File: config.mk
export PLATFORM = sky130hd
export DESIGN_NAME = bss_ctrl
export DESIGN_NICKNAME = d
export VERILOG_FILES = /design/src/rtl/bezier_segment_sampler_macros.svh /design/src/rtl/bss_pkg.sv /design/src/rtl/bss_ctrl.sv
export SDC_FILE = /design/constraint.sdc
export NUM_CORES = 1
export LEC_CHECK = 0
export BUFFER_PORTS_ARGS = -buffer_cell sky130_fd_sc_hd__buf_4
export CAP_MARGIN = 20
export CORE_MARGIN = 10
export CORE_UTILIZATION = 25
export CTS_CLUSTER_DIAMETER = 40
export DETAILED_ROUTE_END_ITERATION = 7
export MAX_ROUTING_LAYER = met4
export PLACE_DENSITY = 0.47
export SYNTH_ARGS = -nofsm -noshare
export SYNTH_HDL_FRONTEND = slang
export SYNTH_SLANG_ARGS = --single-unit
File: constraint.sdc
create_clock -name clk_i -period 5.3 [get_ports clk_i]
set_input_delay 0.53 -clock clk_i [delete_from_list [all_inputs] [get_ports clk_i]]
set_output_delay 0.53 -clock clk_i [all_outputs]
set_load 0.05 [all_outputs]
File: src/rtl/bezier_segment_sampler_macros.svh
// assertion macros for the bezier segment sampler
// expects clk_i and rst_ni in the scope where a macro is used
`ifndef BEZIER_SEGMENT_SAMPLER_MACROS_SVH
`define BEZIER_SEGMENT_SAMPLER_MACROS_SVH

// same-cycle implication
`define BSS_ASSERT_IMP(lbl, pre, post) \
  lbl: assert property (@(posedge clk_i) disable iff (!rst_ni) (pre) |-> (post)) \
    else $error("bezier segment sampler check failed");

// next-cycle implication
`define BSS_ASSERT_NEXT(lbl, pre, post) \
  lbl: assert property (@(posedge clk_i) disable iff (!rst_ni) (pre) |=> (post)) \
    else $error("bezier segment sampler check failed");

`endif

File: src/rtl/bss_pkg.sv
// shared types, codes and step tables of the bezier segment sampler
// no dependencies
`default_nettype none

package bss_pkg;

  localparam int unsigned CoordW = 16;
  localparam int unsigned CfgW   = 7;
  localparam int unsigned TW     = 16;
  localparam int unsigned WgtW   = 49;

  localparam logic [CfgW-1:0] CfgReset = 7'd64;

  // segment kinds
  localparam logic [1:0] OpCorner = 2'd0;
  localparam logic [1:0] OpQuad   = 2'd1;
  localparam logic [1:0] OpCubic  = 2'd2;

  typedef struct packed {
    logic [1:0]               op;
    logic signed [CoordW-1:0] start_x;
    logic signed [CoordW-1:0] start_y;
    logic signed [CoordW-1:0] end_x;
    logic signed [CoordW-1:0] end_y;
    logic signed [CoordW-1:0] ctrl1_x;
    logic signed [CoordW-1:0] ctrl1_y;
    logic signed [CoordW-1:0] ctrl2_x;
    logic signed [CoordW-1:0] ctrl2_y;
  } seg_t;

  typedef struct packed {
    logic signed [CoordW-1:0] point_x;
    logic signed [CoordW-1:0] point_y;
    logic                     last;
  } pt_t;

  // controller to datapath
  typedef struct packed {
    logic            load;
    logic            issue;
    logic            last;
    logic [CfgW-1:0] n;
  } cmd_t;

  // datapath to controller
  typedef struct packed {
    logic adv;
    logic busy;
  } st_t;

  // t step for n samples: 65536 / n and 65536 % n, indexed by n - 1
  localparam logic [TW-1:0] StepQuot [64] = '{
    16'(65536 / 1),  16'(65536 / 2),  16'(65536 / 3),  16'(65536 / 4),
    16'(65536 / 5),  16'(65536 / 6),  16'(65536 / 7),  16'(65536 / 8),
    16'(65536 / 9),  16'(65536 / 10), 16'(65536 / 11), 16'(65536 / 12),
    16'(65536 / 13), 16'(65536 / 14), 16'(65536 / 15), 16'(65536 / 16),
    16'(65536 / 17), 16'(65536 / 18), 16'(65536 / 19), 16'(65536 / 20),
    16'(65536 / 21), 16'(65536 / 22), 16'(65536 / 23), 16'(65536 / 24),
    16'(65536 / 25), 16'(65536 / 26), 16'(65536 / 27), 16'(65536 / 28),
    16'(65536 / 29), 16'(65536 / 30), 16'(65536 / 31), 16'(65536 / 32),
    16'(65536 / 33), 16'(65536 / 34), 16'(65536 / 35), 16'(65536 / 36),
    16'(65536 / 37), 16'(65536 / 38), 16'(65536 / 39), 16'(65536 / 40),
    16'(65536 / 41), 16'(65536 / 42), 16'(65536 / 43), 16'(65536 / 44),
    16'(65536 / 45), 16'(65536 / 46), 16'(65536 / 47), 16'(65536 / 48),
    16'(65536 / 49), 16'(65536 / 50), 16'(65536 / 51), 16'(65536 / 52),
    16'(65536 / 53), 16'(65536 / 54), 16'(65536 / 55), 16'(65536 / 56),
    16'(65536 / 57), 16'(65536 / 58), 16'(65536 / 59), 16'(65536 / 60),
    16'(65536 / 61), 16'(65536 / 62), 16'(65536 / 63), 16'(65536 / 64)
  };

  localparam logic [5:0] StepRem [64] = '{
    6'(65536 % 1),  6'(65536 % 2),  6'(65536 % 3),  6'(65536 % 4),
    6'(65536 % 5),  6'(65536 % 6),  6'(65536 % 7),  6'(65536 % 8),
    6'(65536 % 9),  6'(65536 % 10), 6'(65536 % 11), 6'(65536 % 12),
    6'(65536 % 13), 6'(65536 % 14), 6'(65536 % 15), 6'(65536 % 16),
    6'(65536 % 17), 6'(65536 % 18), 6'(65536 % 19), 6'(65536 % 20),
    6'(65536 % 21), 6'(65536 % 22), 6'(65536 % 23), 6'(65536 % 24),
    6'(65536 % 25), 6'(65536 % 26), 6'(65536 % 27), 6'(65536 % 28),
    6'(65536 % 29), 6'(65536 % 30), 6'(65536 % 31), 6'(65536 % 32),
    6'(65536 % 33), 6'(65536 % 34), 6'(65536 % 35), 6'(65536 % 36),
    6'(65536 % 37), 6'(65536 % 38), 6'(65536 % 39), 6'(65536 % 40),
    6'(65536 % 41), 6'(65536 % 42), 6'(65536 % 43), 6'(65536 % 44),
    6'(65536 % 45), 6'(65536 % 46), 6'(65536 % 47), 6'(65536 % 48),
    6'(65536 % 49), 6'(65536 % 50), 6'(65536 % 51), 6'(65536 % 52),
    6'(65536 % 53), 6'(65536 % 54), 6'(65536 % 55), 6'(65536 % 56),
    6'(65536 % 57), 6'(65536 % 58), 6'(65536 % 59), 6'(65536 % 60),
    6'(65536 % 61), 6'(65536 % 62), 6'(65536 % 63), 6'(65536 % 64)
  };

endpackage

`default_nettype wire

File: src/rtl/bss_ctrl.sv
// sequencing controller: config register, segment accept, sample issue, drain
// depends on bss_pkg
`default_nettype none

module bss_ctrl #(
  parameter int unsigned MaxSamples = 64
) (
  input  logic                  clk_i,
  input  logic                  rst_ni,
  input  logic                  cfg_valid_i,
  output logic                  cfg_ready_o,
  input  logic [bss_pkg::CfgW-1:0] cfg_data_i,
  input  logic                  in_valid_i,
  input  logic [1:0]            in_op_i,
  output logic                  in_stall_o,
  input  bss_pkg::st_t          status_i,
  output bss_pkg::cmd_t         cmd_o
);
  import bss_pkg::*;

  localparam int unsigned CntW = $clog2(MaxSamples + 1);
  localparam logic [CfgW-1:0] MaxN = CfgW'(MaxSamples);

  typedef enum logic [1:0] {
    StIdle,
    StIssue,
    StDrain
  } state_e;

  state_e          state_q;
  logic [CntW-1:0] cnt_q;
  logic [CntW-1:0] n_q;
  logic [CfgW-1:0] cfg_q;
  logic [CfgW-1:0] n_eff;
  logic [CfgW-1:0] n_sel;
  logic            is_curve;

  assign cfg_ready_o = 1'b1;
  assign in_stall_o  = (state_q != StIdle);

  always_comb begin
    if (cfg_q == '0) begin
      n_eff = CfgW'(1);
    end else if (cfg_q > MaxN) begin
      n_eff = MaxN;
    end else begin
      n_eff = cfg_q;
    end
  end

  assign is_curve = (in_op_i == OpQuad) || (in_op_i == OpCubic);
  // a corner is a single forced sample
  assign n_sel    = is_curve ? n_eff : CfgW'(1);

  always_comb begin
    cmd_o.load  = (state_q == StIdle) && in_valid_i;
    cmd_o.issue = (state_q == StIssue) && status_i.adv;
    cmd_o.last  = (cnt_q == n_q - CntW'(1));
    cmd_o.n     = n_sel;
  end

  always_ff @(posedge clk_i or negedge rst_ni) begin
    if (!rst_ni) begin
      state_q <= StIdle;
      cnt_q   <= '0;
      n_q     <= '0;
      cfg_q   <= CfgReset;
    end else begin
      if (cfg_valid_i) begin
        cfg_q <= cfg_data_i;
      end
      case (state_q)
        StIdle: begin
          if (in_valid_i) begin
            cnt_q   <= '0;
            n_q     <= CntW'(n_sel);
            state_q <= StIssue;
          end
        end
        StIssue: begin
          if (status_i.adv) begin
            cnt_q <= cnt_q + CntW'(1);
            if (cnt_q == n_q - CntW'(1)) begin
              state_q <= StDrain;
            end
          end
        end
        StDrain: begin
          if (!status_i.busy) begin
            state_q <= StIdle;
          end
        end
        default: begin
          state_q <= StIdle;
        end
      endcase
    end
  end

endmodule

`default_nettype wire

==> flow_metrics.env, run 1 <==
export IMPL_status="finished, final reports clean"
export IMPL_grt_ovfl_total=0
export IMPL_slew_violations=0
export IMPL_rr_endpoint="state_q[0]$_DFFE_PN0P_"
export IMPL_multi_input_area_sq_um=643
export IMPL_htreeDepth=1
export IMPL_hold_buffers=0
export IMPL_worstPathCellList="inv_1 -> ha_1 -> nand2b_4 -> nor4b_1 -> o22ai_1 -> nor3_1 -> buf_4"
export IMPL_routedWlPerCell_microns=13.7
export IMPL_cts_setup_buffers=0
export IMPL_relSlewSlack=0.558
export IMPL_core_area_sq_um=4820
export IMPL_grt_max_degree=24
export IMPL_antenna_found_initial=0
export IMPL_rows=25
export IMPL_cts_buffers=3
export IMPL_via_per_inst=4.46
export IMPL_period_minus_slack_ps=2550
export IMPL_cts_tree="built"
export IMPL_ys_seq_area_frac=0.457
export IMPL_power_frac_comb=0.477
export IMPL_syn_cell_area_sq_um=1260
export IMPL_nFillCells=532
export IMPL_dpl_hpwl_microns=2410
export IMPL_synth_async_reset_ratio=1.00
export IMPL_ys_ff_latch=23
export IMPL_synth_edff_count=0
export IMPL_cp_arrival_ps=2020
export IMPL_rsz0062_at_grt="false"
export IMPL_reg2reg_slack_ps=3450
export IMPL_setup_viol=0
export IMPL_powerDensity_nw_per_um2=495
export IMPL_cts_sinks=23
export IMPL_dr_total_vias=951
export IMPL_path_class="reg -> out"
export IMPL_total_power_uw=773
export IMPL_fin_nets=164
export IMPL_drtIter0Drc=34
export IMPL_cts_resized_gates=0
export IMPL_gp_congestion=0.762
export IMPL_power_frac_clock=0.142
export IMPL_reg2reg_depth=6
export IMPL_fin_crit_sh=0.481
export IMPL_initial_core_util=0.262
export IMPL_clockRootBuffer="clkbuf_8"
export IMPL_crit_path_max_fanout=4
export IMPL_port_buffers=25
export IMPL_peakVddDrop_v=0.000165
export IMPL_intPower_uw=444
export IMPL_dieArea_sq_um=8290
export IMPL_sw_frac_of_total=0.426
export IMPL_drv_cap=0
export IMPL_switching_power_uw=329
export IMPL_cts_buffer_depth=2
export IMPL_yosysWarningCount=0
export IMPL_synthesis_nets=138
export IMPL_area_growth_syn_to_layout_pct=23.8
export IMPL_hold_viol_final=0
export IMPL_start_kind="flip-flop"
export IMPL_synth_flop_cell="dfrtp_1"
export IMPL_drtPass1Iterations=4
export IMPL_fin_setup_tns_ps=0
export IMPL_synthDistinctLibCells=33
export IMPL_critPathCaptureType="output port"
export IMPL_clock_latency_ps=260
export IMPL_syn_area_per_cell_sq_um=10.4
export IMPL_cp_slowest_stage_delay_ps=430
export IMPL_cp_required_ps=4770
export IMPL_clk_pin_slew_worst_paths_ps=80
export IMPL_worst_slew_pin_slew_ps=663
export IMPL_slowest_stage="dfrtp_1"
export IMPL_num_io_pins=27
export IMPL_final_layout_size_suffix_gt1_frac=0.322
export IMPL_worstHoldPathType="in -> async"
export IMPL_r2r_start="n_q[0]$_DFFE_PN0P_"
export IMPL_fmax_ghz=0.392
export IMPL_antenna_cells=0
export IMPL_regArea_sq_um=577
export IMPL_finClkSkew_ps=1.59
export IMPL_p_leak_nw=0.704
export IMPL_die_h_microns=91.1
export IMPL_grt_usage=0.0739
export IMPL_synth_cells=121
export IMPL_drc=0
export IMPL_grt_pass1_vias=1022
export IMPL_routed_wl_microns=2920
export IMPL_antenna_left=0
export IMPL_seq_power_share=0.381
export IMPL_grt_pass1_wl_microns=5010
export IMPL_dieWidth_microns=91.1
==> worst max-delay path: cells and delay by family, from the launching register on <==
kind                     cells  cell delay (ps)
AND/OR/NAND/NOR              3              590
flip-flops                   1              430
buffers and inverters        2              300
adder cells (fa/ha/maj)      1              260
AO/OA/AOI/OAI                1              180
==> kinds of logic after synthesis <==
family	after synthesis	share of synthesized area
AOI/OAI and AO/OA	15	0.0833
xor gates and xnor gates	14	0.0971
adders and majority gates	2	0.0198
buffers and inverters	10	0.0337
DFF	23	0.457
muxes	13	0.116
other	1	0.00297
and+or+nand+nor	43	0.190
==> state kept, by name (all words and copies together), names as in the netlist <==
register,flops
cnt_q,7
n_q,7
state_q,2
cfg_q,7
==> routing by layer <==
metal | GRT usage | part of all wire | wire (microns)
met1 | 0.0917 | 0.49 | 1430
met2 | 0.112 | 0.45 | 1320
met3 | 0.0280 | 0.051 | 150
met4 | 0.0157 | 0.0055 | 16
met5 | - | 0 | 0
==> synth_stat cells, types with 2 or more instances <==
cell / n / share of area
nand3_1: 2 / 0.0079
inv_1: 6 / 0.018
and2_1: 6 / 0.030
mux2_2: 13 / 0.12
xor2_1: 10 / 0.069
o21ai_0: 7 / 0.028
ha_1: 2 / 0.020
and3_1: 3 / 0.015
nand2_1: 5 / 0.015
a21oi_1: 2 / 0.0079
nand4_1: 3 / 0.015
o41a_1: 2 / 0.018
nand3b_1: 3 / 0.018
nor3_1: 3 / 0.012
nor2_1: 11 / 0.033
dfrtp_1: 22 / 0.44
xnor2_1: 4 / 0.028
clkbuf_1: 2 / 0.0059
==> cell type report <==
type	instances	share of cell area
tap	67	0.0536
multi-input combinational	88	0.412
clock buffer	3	0.0264
clock inverter	1	0.00480
timing repair buffer	25	0.120
inverter	6	0.0144
sequential	23	0.369
==> metrics by stage <==
stage | setup slack, ps | util | hold WS, ps | area, sq um | cells
6_report | 2750 | 0.324 | 146 | 1560 | 213
2_1_floorplan | 2520 | - | 234 | 1260 | 121
4_1_cts | 2730 | 0.324 | 148 | 1560 | 213
3_5_place_dp | 3050 | 0.314 | 446 | 1510 | 209
3_3_place_gp | 3080 | 0.314 | 444 | 1510 | 209
5_1_grt | 2610 | 0.324 | 161 | 1560 | 213
==> layout by cell type, fill, tap and decap left out, drive strengths merged, types with 2 or more instances in the layout <==
cell / count
inv: 6
nand4: 3
nand3: 2
clkbuf: 3
xor2: 10
o21ai: 7
nand2: 5
dfrtp: 22
nand3b: 3
buf: 25
a21oi: 2
nor2: 12
ha: 2
and3: 3
o41a: 2
and2: 6
xnor2: 4
nor3: 3
mux2: 13
==> power groups by stage <==
stage               Clock [mW]  Sequential, mW  Combinational, mW
finish                   0.110           0.295              0.369
CTS                      0.116           0.295              0.375
floorplan                    0           0.278              0.296
global route             0.122           0.305              0.410
detailed placement           0           0.299              0.373
global placement             0           0.298              0.364
==> worst max-delay path by stage <==
| stage | start | slack, ps | endpoint |
|---|---|---|---|
| floorplan | n_q[0]$_DFFE_PN0P_ | 2520 | cmd_o[7] |
| global placement | n_q[0]$_DFFE_PN0P_ | 3080 | cmd_o[7] |
| detailed placement | n_q[0]$_DFFE_PN0P_ | 3050 | cmd_o[7] |
| CTS | n_q[0]$_DFFE_PN0P_ | 2730 | cmd_o[7] |
| global route | n_q[0]$_DFFE_PN0P_ | 2610 | cmd_o[7] |
| finish | n_q[0]$_DFFE_PN0P_ | 2750 | cmd_o[7] |
Power figures use the tool's default switching activity.
==> run 2: changes to the inputs <==
Clock period 5.3 ns to 2.6 ns, I/O delays scaled along.
==> run 2 against run 1 <==
Effect of this change:
- die area stayed put
- via count rose by 1.7%
- hold slack better by 81 ps
- clock power grew 100%
- sequential share of layout area down 0.35 points
- setup slack worse by 2400 ps
- highest routed layer unchanged
- non-clock buffer count increased by 2
- global-route usage grew 0.24 points
- utilization up 0.31 points
- sequential power rose by 100%
- critical path depth unchanged
==> flow_metrics.env, run 2 (synthesis gave the netlist of run 1 again) <==
export IMPL_final_common_cell="buf_4"
export IMPL_rows=25
export IMPL_power_frac_comb=0.479
export IMPL_antenna_left=0
export IMPL_slew_violations=0
export IMPL_worstHoldPathType="in -> reg"
export IMPL_final_cell_mix="buf_4, dfrtp_1, mux2_2"
export IMPL_critPathCaptureType="output port"
export IMPL_status="finished, final reports clean"
export IMPL_final_layout_size_suffix_gt1_frac=0.324
export IMPL_clk_pin_slew_worst_paths_ps=80
export IMPL_clock_latency_ps=260
export IMPL_drc=0
export IMPL_period_minus_slack_ps=2290
export IMPL_worst_slew_pin_slew_ps=619
export IMPL_worstPathCellList="inv_1 -> ha_1 -> nand2b_4 -> nor4b_1 -> o22ai_1 -> nor3_1 -> buf_4"
export IMPL_cts_tree="built"
export IMPL_cp_arrival_ps=2030
export IMPL_cp_required_ps=2340
export IMPL_start_kind="flip-flop"
export IMPL_finClkSkew_ps=1.17
export IMPL_dp_slack_ps=644
export IMPL_powerDensity_nw_per_um2=1000
export IMPL_finalWorstSetupSlack_ps=309
export IMPL_seq_power_share=0.379
export IMPL_crit_path_max_fanout=4
export IMPL_dpl_hpwl_microns=2370
export IMPL_fin_nets=166
export IMPL_total_power_mw=1.59
export IMPL_setup_viol=0
export IMPL_sw_frac_of_total=0.427
export IMPL_nFillCells=531
export IMPL_clockRootBuffer="clkbuf_8"
export IMPL_drv_cap=0
export IMPL_intPower_uw=908
export IMPL_cp_top_family="simple AND/OR/NAND/NOR gates"
export IMPL_via_per_inst=4.50
export IMPL_grt_usage=0.0763
export IMPL_cts_sinks=23
export IMPL_dr_total_vias=967
export IMPL_grt_max_degree=24
export IMPL_htreeDepth=1
export IMPL_switching_power_uw=677
export IMPL_grt_ovfl_total=0
export IMPL_reg_top3="cfg_q (7), cnt_q (7), n_q (7)"
export IMPL_dieWidth_microns=91.1
export IMPL_gp_congestion=0.838
export IMPL_antenna_cells=0
export IMPL_initial_core_util=0.262
export IMPL_multi_input_area_sq_um=643
export IMPL_area_growth_syn_to_layout_pct=25.0
export IMPL_drtPass1Iterations=4
export IMPL_routedWlPerCell_microns=13.9
export IMPL_fin_setup_tns_ps=0
export IMPL_dieArea_sq_um=8290
export IMPL_relSlewSlack=0.587
export IMPL_fmax_ghz=0.437
export IMPL_fin_crit_sh=0.881
export IMPL_grt_pass1_vias=1030
export IMPL_cts_setup_buffers=0
export IMPL_die_h_microns=91.1
export IMPL_antenna_found_initial=0
export IMPL_cp_slowest_stage_delay_ps=420
export IMPL_path_class="reg -> out"
export IMPL_rsz0062_at_grt="false"
export IMPL_regArea_sq_um=577
export IMPL_port_buffers=25
export IMPL_num_io_pins=27
export IMPL_hold_viol_final=0
export IMPL_grt_pass1_wl_microns=5190
export IMPL_slowest_stage="dfrtp_1"
export IMPL_cts_buffers=3
export IMPL_p_leak_nw=0.718
export IMPL_power_frac_clock=0.142
export IMPL_peakVddDrop_v=0.000338
export IMPL_cts_buffer_depth=2
export IMPL_core_area_sq_um=4820
export IMPL_fin_util=0.328
export IMPL_drtIter0Drc=54
export IMPL_routed_wl_microns=3000
export IMPL_critPathBufInv=2
-- run 2: per-stage QoR --
| step | hold slack [ps] | cells | area, sq um |
|---|---|---|---|
| after global routing | 213 | 215 | 1580 |
| after CTS | 218 | 215 | 1580 |
| after global placement | 175 | 210 | 1520 |
| final | 227 | 215 | 1580 |
| after floorplan | -35.6 | 121 | 1260 |
| after detailed placement | 179 | 210 | 1520 |
-- run 2: what timing repair did --
action                                 in CTS  in global routing
hold buffers                                1                  0
endpoints found under the hold margin      22                  0
gates resized for setup                     0                  0
-- run 2: final cells by class --
class                           instances  area share
Clock inverter                          1     0.00317
Inverter                                6      0.0143
Multi-Input combinational cell         88       0.408
Timing Repair Buffer                   27       0.130
Tap cell                               67      0.0531
Sequential cell                        23       0.366
Clock buffer                            3      0.0262
-- run 2: routing by layer --
metal  track usage  share of wire  vias up
li1              -              -      471
met1         0.103           0.52      460
met2         0.109           0.42       32
met3        0.0239          0.045        4
met4        0.0144         0.0090        0
met5             -              0        -
-- run 2: power by group through the flow --
stage / clock network (mW) / logic (mW) / registers (mW)
after floorplan: 0 / 0.602 / 0.567
after global placement: 0 / 0.755 / 0.605
after detailed placement: 0 / 0.761 / 0.609
after CTS: 0.237 / 0.767 / 0.602
after global routing: 0.250 / 0.858 / 0.621
final: 0.225 / 0.759 / 0.601
-- run 2: worst paths after layout --
path                                 startpoint  cells after the start  slack, ps                      to
setup / recovery             n_q[0]$_DFFE_PN0P_                      7        310                cmd_o[7]
hold / removal                    cfg_data_i[2]                      2        230    cfg_q[2]$_DFFE_PN0P_
setup reg to reg             n_q[0]$_DFFE_PN0P_                      6        740  state_q[0]$_DFFE_PN0P_
hold reg to reg            cfg_q[0]$_DFFE_PN0P_                      1        510    cfg_q[0]$_DFFE_PN0P_
max in group asynchronous                rst_ni                      2       1890    cfg_q[6]$_DFFE_PN1P_
min in group asynchronous                rst_ni                      2        420    cnt_q[1]$_DFFE_PN0P_
